--- config.mk ---
export PLATFORM = sky130hd
export DESIGN_NAME = infix_to_postfix_converter_unit
export DESIGN_NICKNAME = d
export VERILOG_FILES = /design/src/rtl/itpc_pkg.sv /design/src/rtl/itpc_ram.sv /design/src/rtl/itpc_ctrl.sv /design/src/rtl/itpc_dp.sv /design/src/rtl/infix_to_postfix_converter_unit.sv
export SDC_FILE = /design/constraint.sdc
export NUM_CORES = 1
export LEC_CHECK = 0
export BUFFER_PORTS_ARGS = -buffer_cell sky130_fd_sc_hd__buf_2
export CAP_MARGIN = 20
export CORE_ASPECT_RATIO = 1.25
export CORE_MARGIN = 2
export CORE_UTILIZATION = 40
export CTS_BUF_LIST = sky130_fd_sc_hd__clkbuf_16
export DETAILED_ROUTE_END_ITERATION = 12
export PLACE_DENSITY = 0.55
export SYNTH_ARGS = -nofsm -noshare
export SYNTH_HDL_FRONTEND = slang
export SYNTH_SLANG_ARGS = --single-unit
--- constraint.sdc ---
create_clock -name clk -period 5.5 [get_ports clk]
set_input_delay 0.55 -clock clk [delete_from_list [all_inputs] [get_ports clk]]
set_output_delay 0.55 -clock clk [all_outputs]
set_load 0.05 [all_outputs]
--- src/rtl/itpc_pkg.sv ---
// Shared types, symbol codes and precedence tables of the infix to postfix converter.
package itpc_pkg;

	localparam int SYM_W = 8;

	// ASCII values of the operator characters
	localparam logic [SYM_W-1:0] CH_ADD  = 8'h2B;
	localparam logic [SYM_W-1:0] CH_SUB  = 8'h2D;
	localparam logic [SYM_W-1:0] CH_MUL  = 8'h2A;
	localparam logic [SYM_W-1:0] CH_DIV  = 8'h2F;
	localparam logic [SYM_W-1:0] CH_POW  = 8'h5E;
	localparam logic [SYM_W-1:0] CH_LPAR = 8'h28;
	localparam logic [SYM_W-1:0] CH_RPAR = 8'h29;

	typedef enum logic [2:0] {
		OP_ADD  = 3'd0,
		OP_SUB  = 3'd1,
		OP_MUL  = 3'd2,
		OP_DIV  = 3'd3,
		OP_POW  = 3'd4,
		OP_LPAR = 3'd5,
		OP_RPAR = 3'd6,
		OP_NONE = 3'd7
	} code_t;

	// precedences carry an offset of +1 so that "empty stack" is 0
	typedef logic [3:0] prec_t;

	typedef struct packed {
		logic ld_in;     // latch the accepted transfer
		logic emit_sym;  // emit the input symbol
		logic emit_top;  // emit the operator on top of the stack
		logic push;
		logic pop;
		logic set_drop;  // operator dropped on a full stack
		logic finish;    // close the run of results of this item
	} cmd_t;

	typedef struct packed {
		logic is_operand;
		logic gt;          // out-stack precedence above top's in-stack one
		logic eq;
		logic full;
		logic empty;
		logic top_paren;
		logic end_q;
		logic stall_emit;
		logic stall_fin;
	} status_t;

	function automatic code_t op_code(input logic [SYM_W-1:0] c);
		code_t r;
		case (c)
			CH_ADD:  r = OP_ADD;
			CH_SUB:  r = OP_SUB;
			CH_MUL:  r = OP_MUL;
			CH_DIV:  r = OP_DIV;
			CH_POW:  r = OP_POW;
			CH_LPAR: r = OP_LPAR;
			CH_RPAR: r = OP_RPAR;
			default: r = OP_NONE;
		endcase
		return r;
	endfunction

	function automatic logic [SYM_W-1:0] op_char(input code_t c);
		logic [SYM_W-1:0] r;
		case (c)
			OP_ADD:  r = CH_ADD;
			OP_SUB:  r = CH_SUB;
			OP_MUL:  r = CH_MUL;
			OP_DIV:  r = CH_DIV;
			OP_POW:  r = CH_POW;
			OP_LPAR: r = CH_LPAR;
			OP_RPAR: r = CH_RPAR;
			default: r = '0;
		endcase
		return r;
	endfunction

	function automatic prec_t out_prec(input code_t c);
		prec_t r;
		case (c)
			OP_ADD, OP_SUB: r = 4'd2;
			OP_MUL, OP_DIV: r = 4'd4;
			OP_POW:         r = 4'd7;
			OP_LPAR:        r = 4'd8;
			OP_RPAR:        r = 4'd1;
			default:        r = 4'd0;
		endcase
		return r;
	endfunction

	function automatic prec_t in_prec(input code_t c);
		prec_t r;
		case (c)
			OP_ADD, OP_SUB: r = 4'd3;
			OP_MUL, OP_DIV: r = 4'd5;
			OP_POW:         r = 4'd6;
			OP_LPAR:        r = 4'd1;
			default:        r = 4'd0;
		endcase
		return r;
	endfunction

endpackage

--- src/rtl/itpc_ram.sv ---
// Generic single write port, single read port RAM with registered read data.
module itpc_ram #(
	parameter int WIDTH = 3,
	parameter int DEPTH = 32
) (
	input  logic                     clk,
	input  logic                     we,
	input  logic [$clog2(DEPTH)-1:0] waddr,
	input  logic [WIDTH-1:0]         wdata,
	input  logic [$clog2(DEPTH)-1:0] raddr,
	output logic [WIDTH-1:0]         rdata
);

	logic [WIDTH-1:0] mem_q [DEPTH];

	always_ff @(posedge clk) begin
		if (we) begin
			mem_q[waddr] <= wdata;
		end
		rdata <= mem_q[raddr];
	end

endmodule

--- src/rtl/itpc_ctrl.sv ---
// Sequencer of the infix to postfix converter: steps one item through compare, pop and flush.
module itpc_ctrl (
	input  logic              clk,
	input  logic              arst_n,
	input  logic              s_tvalid,
	output logic              s_tready,
	input  itpc_pkg::status_t st,
	output itpc_pkg::cmd_t    cmd
);
	import itpc_pkg::*;

	typedef enum logic [6:0] {
		S_IDLE        = 7'b0000001,
		S_DECIDE      = 7'b0000010,
		S_SETTLE_LOOP = 7'b0000100,
		S_SETTLE_DONE = 7'b0001000,
		S_FLUSH       = 7'b0010000,
		S_FLUSH_WAIT  = 7'b0100000,
		S_FINISH      = 7'b1000000
	} state_t;

	state_t state_q, state_nx;

	assign s_tready = (state_q == S_IDLE);

	always_comb begin
		state_nx = state_q;
		cmd      = '0;
		case (state_q)
			S_IDLE: begin
				if (s_tvalid) begin
					cmd.ld_in = 1'b1;
					state_nx  = S_DECIDE;
				end
			end
			S_DECIDE: begin
				if (st.is_operand) begin
					if (!st.stall_emit) begin
						cmd.emit_sym = 1'b1;
						state_nx     = st.end_q ? S_FLUSH : S_FINISH;
					end
				end else if (st.gt) begin
					if (st.full) begin
						cmd.set_drop = 1'b1;
					end else begin
						cmd.push = 1'b1;
					end
					state_nx = S_SETTLE_DONE;
				end else if (st.eq) begin
					cmd.pop  = 1'b1;
					state_nx = S_SETTLE_DONE;
				end else if (!st.stall_emit) begin
					cmd.emit_top = 1'b1;
					cmd.pop      = 1'b1;
					state_nx     = S_SETTLE_LOOP;
				end
			end
			S_SETTLE_LOOP: begin
				state_nx = S_DECIDE;
			end
			S_SETTLE_DONE: begin
				state_nx = st.end_q ? S_FLUSH : S_FINISH;
			end
			S_FLUSH: begin
				if (st.empty) begin
					state_nx = S_FINISH;
				end else if (st.top_paren) begin
					cmd.pop  = 1'b1;
					state_nx = S_FLUSH_WAIT;
				end else if (!st.stall_emit) begin
					cmd.emit_top = 1'b1;
					cmd.pop      = 1'b1;
					state_nx     = S_FLUSH_WAIT;
				end
			end
			S_FLUSH_WAIT: begin
				state_nx = S_FLUSH;
			end
			S_FINISH: begin
				if (!st.stall_fin) begin
					cmd.finish = 1'b1;
					state_nx   = S_IDLE;
				end
			end
			default: begin
				state_nx = S_IDLE;
			end
		endcase
	end

	always_ff @(posedge clk or negedge arst_n) begin
		if (!arst_n) begin
			state_q <= S_IDLE;
		end else begin
			state_q <= state_nx;
		end
	end

endmodule

--- src/rtl/itpc_dp.sv ---
// Datapath of the infix to postfix converter: input latch, operator stack, hold and output registers.
module itpc_dp #(
	parameter int STACK_DEPTH = 32
) (
	input  logic                          clk,
	input  logic                          arst_n,
	input  logic [itpc_pkg::SYM_W-1:0]    in_symbol,
	input  logic                          in_end,
	input  itpc_pkg::cmd_t                cmd,
	output itpc_pkg::status_t             st,
	output logic                          m_tvalid,
	input  logic                          m_tready,
	output logic [itpc_pkg::SYM_W-1:0]    out_symbol,
	output logic                          out_sym_valid,
	output logic                          out_last,
	output logic                          out_done,
	output logic                          out_ovf
);
	import itpc_pkg::*;

	localparam int CW = $clog2(STACK_DEPTH + 1);
	localparam int IW = $clog2(STACK_DEPTH);

	logic [SYM_W-1:0] sym_q;
	logic             end_q;
	logic             drop_q;
	logic [CW-1:0]    count_q;
	logic [SYM_W-1:0] hold_sym_q;
	logic             hold_valid_q;
	logic             out_valid_q;

	code_t            in_code;
	code_t            top_code;
	logic [2:0]       top_raw;
	logic [CW-1:0]    count_dec;
	logic [IW-1:0]    rd_addr;
	prec_t            top_prec;
	logic             out_busy;
	logic             emit;
	logic [SYM_W-1:0] emit_sym;

	assign in_code   = op_code(sym_q);
	assign count_dec = count_q - 1'b1;
	// stack read always points at the current top; the registered read data follows a change in the cycle after it
	assign rd_addr   = (count_q == '0) ? '0 : count_dec[IW-1:0];

	itpc_ram #(
		.WIDTH(3),
		.DEPTH(STACK_DEPTH)
	) u_stack (
		.clk  (clk),
		.we   (cmd.push),
		.waddr(count_q[IW-1:0]),
		.wdata(in_code),
		.raddr(rd_addr),
		.rdata(top_raw)
	);

	assign top_code = code_t'(top_raw);
	assign top_prec = (count_q == '0) ? prec_t'(0) : in_prec(top_code);
	assign out_busy = out_valid_q && !m_tready;

	always_comb begin
		st            = '0;
		st.is_operand = (in_code == OP_NONE);
		st.gt         = out_prec(in_code) > top_prec;
		st.eq         = out_prec(in_code) == top_prec;
		st.full       = (count_q == CW'(STACK_DEPTH));
		st.empty      = (count_q == '0);
		st.top_paren  = (top_code == OP_LPAR) || (top_code == OP_RPAR);
		st.end_q      = end_q;
		st.stall_emit = hold_valid_q && out_busy;
		st.stall_fin  = (hold_valid_q || drop_q || end_q) && out_busy;
	end

	assign emit     = cmd.emit_sym || cmd.emit_top;
	assign emit_sym = cmd.emit_sym ? sym_q : op_char(top_code);

	// control state
	always_ff @(posedge clk or negedge arst_n) begin
		if (!arst_n) begin
			count_q      <= '0;
			drop_q       <= 1'b0;
			hold_valid_q <= 1'b0;
			out_valid_q  <= 1'b0;
		end else begin
			if (cmd.push) begin
				count_q <= count_q + 1'b1;
			end else if (cmd.pop) begin
				count_q <= count_dec;
			end
			if (cmd.ld_in) begin
				drop_q <= 1'b0;
			end else if (cmd.set_drop) begin
				drop_q <= 1'b1;
			end
			if (emit) begin
				hold_valid_q <= 1'b1;
			end else if (cmd.finish) begin
				hold_valid_q <= 1'b0;
			end
			if ((emit && hold_valid_q) || (cmd.finish && (hold_valid_q || drop_q || end_q))) begin
				out_valid_q <= 1'b1;
			end else if (m_tready) begin
				out_valid_q <= 1'b0;
			end
		end
	end

	// payload
	always_ff @(posedge clk) begin
		if (cmd.ld_in) begin
			sym_q <= in_symbol;
			end_q <= in_end;
		end
		if (emit) begin
			hold_sym_q <= emit_sym;
		end
		if (emit && hold_valid_q) begin
			out_symbol    <= hold_sym_q;
			out_sym_valid <= 1'b1;
			out_last      <= 1'b0;
			out_done      <= 1'b0;
			out_ovf       <= drop_q;
		end else if (cmd.finish && (hold_valid_q || drop_q || end_q)) begin
			// a finish with nothing to show leaves a waiting result untouched
			out_symbol    <= hold_valid_q ? hold_sym_q : '0;
			out_sym_valid <= hold_valid_q;
			out_last      <= 1'b1;
			out_done      <= end_q;
			out_ovf       <= drop_q;
		end
	end

	assign m_tvalid = out_valid_q;

	a_count_range: assert property (@(posedge clk) disable iff (!arst_n)
		count_q <= CW'(STACK_DEPTH))
		else $error("stack count above depth");

	a_no_push_full: assert property (@(posedge clk) disable iff (!arst_n)
		cmd.push |-> (count_q < CW'(STACK_DEPTH)))
		else $error("push on full stack");

	a_no_pop_empty: assert property (@(posedge clk) disable iff (!arst_n)
		cmd.pop |-> (count_q != '0))
		else $error("pop on empty stack");

	a_no_overwrite: assert property (@(posedge clk) disable iff (!arst_n)
		(emit && hold_valid_q) |-> (!out_valid_q || m_tready))
		else $error("pending result overwritten");

endmodule

--- src/rtl/infix_to_postfix_converter_unit.sv ---
// Top level of the infix to postfix converter: stream ports, sequencer and datapath.
//
// channel | dir | tdata               | tlast       | tuser (lsb up)
// s_*     | in  | [7:0] symbol        | expr. end   | -
// m_*     | out | [7:0] postfix_symbol| run_last    | symbol_valid, expression_done, overflow
//
// Steps: an operand passes accept, decide and finish; an operator that is pushed, dropped
//   or that cancels a '(' also passes a settle state. Each operator popped by comparison
//   adds an emit step and a settle step for the stack RAM's registered read to present the
//   new top. An expression end adds the flush's empty check plus a pop step and a settle
//   step per stack entry, parentheses included.
// One item is in work at a time; s_tready is high only while the sequencer is idle.
// A result waits in a hold register until the next one of the same item is known, so
//   run_last is set without lookahead; the output register parts it from m_tready.
// Stalls on m_tready freeze the sequencer only when a result must move into a full
//   output register.
// Reset clears the stack count, flags and valids; stack entries are never read before
//   they are written, so there is no clearing pass.
module infix_to_postfix_converter_unit #(
	parameter int STACK_DEPTH = 32
) (
	input  logic       clk,
	input  logic       arst_n,
	input  logic       s_tvalid,
	output logic       s_tready,
	input  logic [7:0] s_tdata,   // [7:0] symbol
	input  logic       s_tlast,   // expression_end
	output logic       m_tvalid,
	input  logic       m_tready,
	output logic [7:0] m_tdata,   // [7:0] postfix_symbol
	output logic       m_tlast,   // run_last
	output logic [2:0] m_tuser    // [0] symbol_valid, [1] expression_done, [2] overflow_flag
);
	import itpc_pkg::*;

	cmd_t    cmd;
	status_t st;

	// sequencer: compare / pop / flush steps, one per state
	itpc_ctrl u_ctrl (
		.clk     (clk),
		.arst_n  (arst_n),
		.s_tvalid(s_tvalid),
		.s_tready(s_tready),
		.st      (st),
		.cmd     (cmd)
	);

	// datapath: input latch, operator stack RAM, hold and output registers
	itpc_dp #(
		.STACK_DEPTH(STACK_DEPTH)
	) u_dp (
		.clk          (clk),
		.arst_n       (arst_n),
		.in_symbol    (s_tdata),
		.in_end       (s_tlast),
		.cmd          (cmd),
		.st           (st),
		.m_tvalid     (m_tvalid),
		.m_tready     (m_tready),
		.out_symbol   (m_tdata),
		.out_sym_valid(m_tuser[0]),
		.out_last     (m_tlast),
		.out_done     (m_tuser[1]),
		.out_ovf      (m_tuser[2])
	);

endmodule
==> results of run 1 <==
registers in the layout, indices dropped and copies added, names as in the netlist:
| register | count |
|---|---|
| u_dp.hold_valid_q | 1 |
| u_dp.sym_q | 8 |
| u_dp.out_last | 1 |
| u_dp.u_stack.rdata | 3 |
| u_dp.u_stack.mem_q | 96 |
| u_dp.m_tvalid | 1 |
| u_dp.end_q | 1 |
| u_dp.out_sym_valid | 1 |
| u_dp.out_ovf | 1 |
| u_dp.drop_q | 1 |
| u_dp.count_q | 6 |
| u_dp.out_symbol | 8 |
| u_dp.out_done | 1 |
| u_ctrl.state_q | 7 |
| u_dp.hold_sym_q | 8 |
cells in the mapped netlist (7+ instances only):
cell	n	share of area, %
a21oi_1	21	1.6
a32oi_1	7	0.92
and2_1	13	1.2
buf_2	7	0.52
clkbuf_1	14	0.79
dfrtp_1	15	5.6
edfxtp_1	122	55
ha_1	7	1.3
inv_1	16	0.90
mux2_2	11	1.9
mux2i_1	15	2.2
nand2_1	51	2.9
nand2b_1	14	1.3
nor2_1	56	3.1
nor2b_1	9	0.84
nor3_1	14	1.0
o21ai_0	21	1.6
o221ai_1	7	0.92
layout make-up:
cell class / instances / area (um2) / share of cell area (%)
multi-input cells: 357 / 2300 / 30.1
repair buffers: 35 / 218 / 2.84
clock buffers: 17 / 425 / 5.56
flip-flops and latches: 144 / 4190 / 54.7
clock inverters: 15 / 194 / 2.53
inverters: 16 / 60.1 / 0.784
well taps: 216 / 270 / 3.53
cells by family after synthesis:
| logic type | after synthesis | synth area share, % |
|---|---|---|
| buf+inv | 44 | 3.00 |
| flops | 144 | 62.7 |
| fa+ha+maj | 7 | 1.31 |
| compound gates | 123 | 13.4 |
| simple gates | 192 | 14.4 |
| xor+xnor | 9 | 1.18 |
| mux | 26 | 4.10 |
metal layers:
metal | share of wire (%) | vias up
li1 | - | 2118
met1 | 39 | 2205
met2 | 53 | 110
met3 | 3.8 | 45
met4 | 3.7 | 0
met5 | 0 | -
worst max-delay path, stage by stage (launching register included):
cell     delay, ns
dfrtp_1       0.45
inv_1         0.13
ha_1          0.36
or3b_1        0.45
nor2_1        0.44
a21oi_1       0.08
ha_1          0.31
nand3_1       0.10
o21ai_0       0.11
o22a_4        0.22
nor3_4        0.57
nand2_2       0.23
nor3b_1       0.48
worst paths after layout:
kind                                              from                            endpoint  cells after the start
setup / recovery           u_dp.count_q[1]$_DFFE_PN0P_  u_dp.u_stack.mem_q[4][2]$_DFFE_PP_                     12
hold / removal                                  arst_n           u_dp.m_tvalid$_DFFE_PN0P_                      1
setup reg to reg           u_dp.count_q[1]$_DFFE_PN0P_  u_dp.u_stack.mem_q[4][2]$_DFFE_PP_                     12
hold reg to reg             u_dp.out_done$_SDFFE_PP0P_          u_dp.out_done$_SDFFE_PP0P_                      2
max in group asynchronous                       arst_n       u_ctrl.state_q[0]$_DFFE_PN1P_                      1
min in group clk                            s_tdata[1]             u_dp.sym_q[1]$_DFFE_PP_                      1
through the flow:
stage / setup WS (ns) / std cells / power [W] / hold WS [ns]
2_1_floorplan: 0.961 / 545 / 0.00289 / 0.254
3_3_place_gp: 1.35 / 767 / 0.00341 / 0.464
3_5_place_dp: 1.23 / 768 / 0.00343 / 0.478
4_1_cts: 1.21 / 800 / 0.00464 / 0.0176
5_1_grt: 0.876 / 800 / 0.00487 / 0.0425
6_report: 1.18 / 800 / 0.00461 / 0.0278
power breakdown:
group	switching, W	internal, W	total (W)
sequential	0.000132	0.00133	0.00146
clock	0.000445	0.000755	0.00120
combinational	0.00125	0.000709	0.00195
total	0.00182	0.00279	0.00461
==> impl_results.md, run 1 <==
* Met1 Usage GRT at slightly above 20%
* Max_cap viols at 0
* Fraction of layout cells with a size suffix above 1 at 15.6%
* Antenna-violating nets left at 0
* H-tree depth at 4
* CTS tree: built
* Distinct cells, synth at 66
* Unrepaired setup endpoints after global routing: no
* Synth Instances at approximately 550
* Commonest non-fill, non-tap cell in the layout: edfxtp_1
* Cts bufs inserted at 17
* CTS resizes at 0
* Util after Layout at 47.1%
* Area of the mapped netlist at 6680 um2
* Fmax at ~230 MHz
* Tot GR Track Use at 18.7%
* Max Buffers Root-to-Sink at 2
* Diodes inserted at 0
* Synth Register Bits at around 140
* Worst-Skew Late Latency at 0.43 ns
* DR WL/cell at 20.1 um
* Post-synth EDFFs at 122
* Worst hold path class: primary input to async pin
* I/O Buffers at 26
* Worst Tran Pin Value at a little over 0.9 ns
* Yosys warning count at 0
* Avg Cell Area, Syn at 12.3 um2
* Pin count of the biggest net entering global routing at 33
* Synthesized Nets at 565
* Period utilization at 78.5%
* Total wire length at 16.1 mm
* Busiest layer in global routing: met2
* Pwr Density at about 600 nW/um2
* First-pass GRT wire length at between 20 and 25 mm
* Hold Buf Count CTS at 0
* Crit Path Category: register to register
* Max Slew Vio Count at 0
* Core area at between 15000 and 20000 um2
* Met2 Usage GRT at between 30% and 40%
* Crit path required time at 5.57 ns
* Avg Vias per Cell at about 5.6
* Most frequent cells in the layout: edfxtp_1, nor2_1, nand2_1
* Initial Util at 41.1%
* CTS root buffer: clkbuf_16
* Vias after detailed routing at 4478
* Fin nets at around 590
* Sequential fraction of the synthesis area at 62.7%
* Clock Skew at between 0.007 and 0.008 ns
* Gr ovfl total at 0
* Reg clk slew, reported paths at around 0.060 ns
* Die area at 17800 um2
* Relative slew slack at 38.4%
* Nature of the critical path startpoint: register
* # DRC at 0
* R2R Setup Slk at 1.18 ns
* Leakage power at 2.68 nW
* GR Util met3 at 4.37%
* CP Data Arrival Time at about 4.4 ns
* Die Ht at 148 um
* Vias in the first global route at 4676
* Dominant synthesized flop cell: edfxtp_1
* Synthesis-to-layout area growth at 14.6%
* Dpl hpwl at 11.4 mm
* Setup tns final at 0 ns
* Final hold vios at 0
* Crit. End Element: register
* Postcts setup bufs at 0
* Ys async rst share at between 10 and 15%
* Fin crit period at 4.32 ns
* Drt first-iter violations at 289
* Peak VDD IR at 0.000318 V
* I/O pins at 27
* Placed inst area at 7040 um2
* First-pass DRT Iterations at 4
* Setup violators final at 0
* Fill count at 1514
* GPL Wtd Cong at 0.861
* Core Rows at 52
* CTS sink count at roughly 140
* Final instance area at about 7700 um2
* Status: finished clean
* Initial antenna violation count at 0
* Crit-path max FO at 15
* Die W at 120 um
Power figures use the tool's default switching activity.
==> run 2: changes to the inputs <==
--- a/config.mk
+++ b/config.mk
@@ -12,7 +12,7 @@
 export CORE_UTILIZATION = 40
 export CTS_BUF_LIST = sky130_fd_sc_hd__clkbuf_16
 export DETAILED_ROUTE_END_ITERATION = 12
-export PLACE_DENSITY = 0.55
+export PLACE_DENSITY = 0.57
 export SYNTH_ARGS = -nofsm -noshare
 export SYNTH_HDL_FRONTEND = slang
 export SYNTH_SLANG_ARGS = --single-unit
==> constraint.sdc (replaced) <==
create_clock -name clk -period 3.7 [get_ports clk]
set_input_delay 0.37 -clock clk [delete_from_list [all_inputs] [get_ports clk]]
set_output_delay 0.37 -clock clk [all_outputs]
set_load 0.05 [all_outputs]
==> run 2 against run 1 <==
Effect of this change:
- clock power rose by 40%
- critical path depth decreased by 2
- cell count grew 1.5%
- count of clock-buffer cells in the layout unchanged
- non-clock buffer count grew 12
- flip-flop and latch count unchanged
- routed wire length increased by 1.6%
- final area increased by 1.2%
- maximum frequency is 25% higher
- combinational power increased by 63%
==> impl_results.md, run 2 (synthesis results as in run 1) <==
* Status: finished clean
* Leakage power at around 2.7 nW
* # DRC at 0
* Vias in the first global route at 4709
* Gr ovfl total at 0
* Crit-path max cell delay at 0.45 ns
* Diodes inserted at 0
* DR WL/cell at between 20 and 25 um
* Core area at between 15000 and 20000 um2
* Dpl ws at between 0.2 and 0.3 ns
* Fraction of layout cells with a size suffix above 1 at between 10% and 20%
* Clock Skew at a little under 0.009 ns
* Final instance area at 7750 um2
* Largest Register: u_dp.u_stack.mem_q
* Largest register FFs at 96
* CTS resizes at 0
* Hold Path Sink: u_dp.sym_q[3]$_DFFE_PP_
* H-tree depth at 4
* I/O pins at 27
* Total wire length at 16.3 mm
* Initial antenna violation count at 0
* Min-delay src: s_tdata[3]
* Worst hold path class: primary input to register
* Reg clk slew, reported paths at 0.06 ns
* Crit-path cells: or3b_4 > or2_4 > o21ai_0 > ha_1 > nand3_1 > o21ai_0 > o22a_4 > nor3_4 > nand2_2 > nor3b_1
* Nature of the critical path startpoint: register
* Commonest non-fill, non-tap cell in the layout: edfxtp_1
* Pin count of the biggest net entering global routing at 27
* Unrepaired setup endpoints after global routing: no
* Avg Vias per Cell at 5.60
* Initial Util at 41.1%
* Crit-path max FO at 7
* Core Rows at 52
* Hold path cells at 1
* Crit. End Element: register
* CTS tree: built
* Max_cap viols at 0
* Most frequent CP cell: o21ai_0
* Die Ht at about 150 um
* CTS sink count at between 100 and 150
* Pwr Density at between 900 and 1000 nW/um2
* Max Slew Vio Count at 0
* Antenna-violating nets left at 0
* I/O Buffers at 26
* Dpl hpwl at 11.6 mm
* Die area at 17800 um2
* Setup tns final at 0 ns
* Setup violators final at 0
* Period utilization at 93.6%
* Worst-Skew Late Latency at roughly 0.43 ns
* Worst Tran Pin Value at ~1.1 ns
* GPL Wtd Cong at between 0.8 and 0.9
* Fmax at 289 MHz
* Worst r2r src: u_dp.sym_q[4]$_DFFE_PP_
* Crit Path Category: register to register
* Die W at approximately 120 um
* Drt first-iter violations at 277
* Util after Layout at 47.6%
* Peak VDD IR at around 0.00033 V
* Cts bufs inserted at 17
* Tot GR Track Use at between 10% and 20%
* Critical path startpoint: u_dp.sym_q[4]$_DFFE_PP_
* First-pass GRT wire length at 25.4 mm
* Crit path max-delay cell type: or3b_4
* CTS root buffer: clkbuf_16
* R2R Setup Slk at 0.24 ns
* First-pass DRT Iterations at 6
* Most frequent cells in the layout: edfxtp_1, nor2_1, nand2_1
* CP Data Arrival Time at around 3.5 ns
* Placed inst area at around 7200 um2
* Crit path required time at 3.77 ns
* Vias after detailed routing at 4550
* Worst R2R End: u_dp.u_stack.mem_q[4][1]$_DFFE_PP_
* Fin crit period at 3.46 ns
* Relative slew slack at 25.2%
* Worst setup margin at about 0.24 ns
* Max Buffers Root-to-Sink at 2
* Synthesis-to-layout area growth at 16.0%
* Final hold vios at 0
* Worst r2r path cells at 10
* Fin nets at 603
run 2: worst max path at each step:
stage                                                      to  slack (ns)  cells past startpoint
after floorplan                        u_dp.out_ovf$_DFFE_PP_        0.02                     15
after global placement           u_dp.out_symbol[4]$_DFFE_PP_        0.36                     10
after detailed placement  u_dp.u_stack.mem_q[12][1]$_DFFE_PP_        0.25                     10
after CTS                 u_dp.u_stack.mem_q[12][0]$_DFFE_PP_        0.24                     10
after global routing       u_dp.u_stack.mem_q[4][0]$_DFFE_PP_        0.01                     12
final                      u_dp.u_stack.mem_q[4][1]$_DFFE_PP_        0.24                     10
run 2: final cells by class:
cell class	count	area (um2)
clock buffers	17	425
multi-input cells	357	2340
clock inverters	15	160
inverters	16	60.1
well taps	216	270
fillers	1495	8520
flip-flops and latches	144	4190
repair buffers	47	310
run 2: worst max-delay path, delay by kind of cell (launching register included):
family	cells	cell delay [ns]
AOI/OAI and AO/OA	3	0.54
and+or+nand+nor	6	1.84
DFF	1	0.43
adders and majority gates	1	0.29
run 2: metrics by stage:
| stage | instances | total power (W) | hold WS (ns) |
|---|---|---|---|
| after global placement | 778 | 0.00528 | 0.322 |
| final | 812 | 0.00699 | 0.117 |
| after CTS | 812 | 0.00701 | 0.100 |
| after detailed placement | 779 | 0.00529 | 0.326 |
| after global routing | 812 | 0.00732 | 0.104 |
| after floorplan | 545 | 0.00435 | 0.0744 |
run 2: metal layers:
metal  up-vias  share of wire [%]  GRT usage (%)
met2       108                 53           34.8
met4         0                3.5           9.41
met3        38                3.3           3.99
met1      2277                 40           21.0
li1       2127                  -              -
met5         -                  0              0
run 2: report_power, final:
group	internal [W]	switching [W]
Clock	0.000998	0.000686
Sequential	0.00197	0.000162
Combinational	0.00116	0.00201
run 2: timing repair:
action                                 4_1_cts  5_1_grt
setup buffers                                0        0
hold buffers                                 1        0
endpoints found under the hold margin       15        0
==> run 3: changes to the inputs <==
--- a/config.mk
+++ b/config.mk
@@ -9,10 +9,11 @@
 export CAP_MARGIN = 20
 export CORE_ASPECT_RATIO = 1.25
 export CORE_MARGIN = 2
-export CORE_UTILIZATION = 40
+export CORE_UTILIZATION = 29
 export CTS_BUF_LIST = sky130_fd_sc_hd__clkbuf_16
 export DETAILED_ROUTE_END_ITERATION = 12
-export PLACE_DENSITY = 0.57
+export PLACE_DENSITY = 0.44
+export REMOVE_ABC_BUFFERS = 1
 export SYNTH_ARGS = -nofsm -noshare
 export SYNTH_HDL_FRONTEND = slang
 export SYNTH_SLANG_ARGS = --single-unit
==> run 3 against run 2 <==
Effect of this change:
- die area rose by 37%
- critical endpoint unchanged
- worst setup slack about the same
- power shrank 0.30%
- via count increased by 0.24%
- global-route usage decreased by 4.4 points
- largest cell class unchanged
- flip-flop and latch count did not move
==> impl_results.md, run 3 (synthesis results as in run 1) <==
* Total wire length at 17.4 mm
* Vias after detailed routing at approximately 4600
* Most frequent CP cell: o21ai_0
* Core Rows at 62
* Fin crit period at 3.46 ns
* Synthesis-to-layout area growth at 16.4%
* H-tree depth at 4
* Fraction of layout cells with a size suffix above 1 at between 15 and 20%
* Largest Register: u_dp.u_stack.mem_q
* Dpl cells at roughly 850
* Reg clk slew, reported paths at 0.06 ns
* Clock Skew at 0.00944 ns
* Die area at 24300 um2
* Commonest non-fill, non-tap cell in the layout: edfxtp_1
* Avg Vias per Cell at 5.16
* Final std cells w/o fill at 884
* Peak VDD IR at 0.000431 V
* Most frequent cells in the layout: edfxtp_1, nor2_1, nand2_1
* Initial antenna violation count at 0
* Crit Path Category: register to register
* Initial Util at between 20% and 30%
* CTS sink count at 144
* Setup tns final at 0 ns
* Core area at between 20000 and 25000 um2
* CTS tree: built
* Status: finished clean
* Final hold vios at 0
* Crit-path max FO at 7
* Setup violators final at 0
* Relative slew slack at 25.8%
* Crit path required time at 3.85 ns
* Diodes inserted at 0
* CP Data Arrival Time at ~3.6 ns
* Pwr Density at 897 nW/um2
* First-pass DRT Iterations at 5
* Sequential Area at 4190 um2
* Period utilization at between 90 and 100%
* Vias in the first global route at 4539
* Worst-Skew Late Latency at 0.43 ns
* Pin count of the biggest net entering global routing at 33
* CTS root buffer: clkbuf_16
* I/O pins at 27
* Crit. End Element: register
* Max Slew Vio Count at 0
* Die Ht at 174 um
* Buf/Inv on CP at 1
* Delay-heaviest family, CP: simple AND/OR/NAND/NOR gates
* R2R Setup Slk at 0.24 ns
* DR WL/cell at around 20 um
* Worst Tran Pin Value at between 1 and 1.5 ns
* Max Buffers Root-to-Sink at 2
* Die W at 140 um
* Util after Layout at around 34%
* Unrepaired setup endpoints after global routing: yes
* Max_cap viols at 0
* First-pass GRT wire length at 27.0 mm
* Tot GR Track Use at roughly 15%
* Crit path max-delay cell type: or3b_4
* Antenna-violating nets left at 0
* Cts bufs inserted at 17
* Crit-path max cell delay at 0.44 ns
* Crit-path cells: or3b_4 > or2_4 > o21ai_0 > ha_1 > nand3_1 > o21ai_0 > o22a_4 > nor3_4 > nand2_2 > nor3b_1 > buf_4
* Dpl hpwl at 12.2 mm
* Fill count at 2334
* Largest register FFs at 96
* Gr ovfl total at 0
* Nature of the critical path startpoint: register
* Worst hold path class: primary input to register
* Area taken by multi-input logic gates at 2310 um2
* Fin nets at approximately 610
* Power Total at 0.00697 W
* Postcts setup bufs at 0
* GPL Wtd Cong at 0.894
* Fmax at 289 MHz
* Leakage power at 2.71 nW
* Drt first-iter violations at roughly 280
* # DRC at 0
* I/O Buffers at 26
-- run 3: cell types whose count changed in the layout (fill, tap and decap cells not counted), sizes merged --
cell / change
inv: -4
clkinv: +3
clkinvlp: -1
buf: +2
-- run 3: worst paths after layout --
kind | start | to | cells past startpoint
worst min-delay path | s_tdata[3] | u_dp.sym_q[3]$_DFFE_PP_ | 1
min in group asynchronous | arst_n | u_dp.m_tvalid$_DFFE_PN0P_ | 2
worst min register to register | u_dp.out_done$_SDFFE_PP0P_ | u_dp.out_done$_SDFFE_PP0P_ | 2
worst max-delay path | u_dp.sym_q[4]$_DFFE_PP_ | u_dp.u_stack.mem_q[4][1]$_DFFE_PP_ | 11
worst max register to register | u_dp.sym_q[4]$_DFFE_PP_ | u_dp.u_stack.mem_q[4][1]$_DFFE_PP_ | 11
max in group asynchronous | arst_n | u_ctrl.state_q[0]$_DFFE_PN1P_ | 2
-- run 3: metal layers --
| metal | GRT usage (%) | wire [um] | share of wire, % | up-vias |
|---|---|---|---|---|
| met3 | 3.20 | 595 | 3.4 | 29 |
| met5 | 0 | 0 | 0 | - |
| li1 | - | - | - | 2132 |
| met2 | 26.2 | 9310 | 53 | 117 |
| met1 | 17.2 | 7040 | 40 | 2283 |
| met4 | 5.75 | 468 | 2.7 | 0 |
-- run 3: through the flow --
| stage | worst slack, ns | hold WS (ns) | cell area, um2 |
|---|---|---|---|
| 6_report | 0.238 | 0.119 | 7770 |
| 4_1_cts | 0.238 | 0.103 | 7760 |
| 3_3_place_gp | 0.364 | 0.327 | 7200 |
| 2_1_floorplan | -0.934 | 0.0744 | 6540 |
| 5_1_grt | -0.0157 | 0.0947 | 7770 |
| 3_5_place_dp | 0.265 | 0.334 | 7200 |
-- run 3: final cells by class --
| class | instances | share of cell area [%] |
|---|---|---|
| clock buffers | 17 | 5.47 |
| clock inverters | 13 | 1.59 |
| inverters | 16 | 0.773 |
| multi-input cells | 357 | 29.7 |
| flip-flops and latches | 144 | 53.8 |
| well taps | 288 | 4.64 |
| repair buffers | 49 | 3.93 |
-- run 3: timing repair --
item / 4_1_cts / 5_1_grt
hold endpoints to repair: 15 / 0
gates resized for setup: 0 / 3
hold buffers: 1 / 0
setup endpoints to repair: 0 / 21
-- run 3: power breakdown --
part           switching [W]  internal [W]  total (W)
combinational        0.00204       0.00116    0.00320
sequential          0.000160       0.00198    0.00214
clock               0.000666      0.000972    0.00164
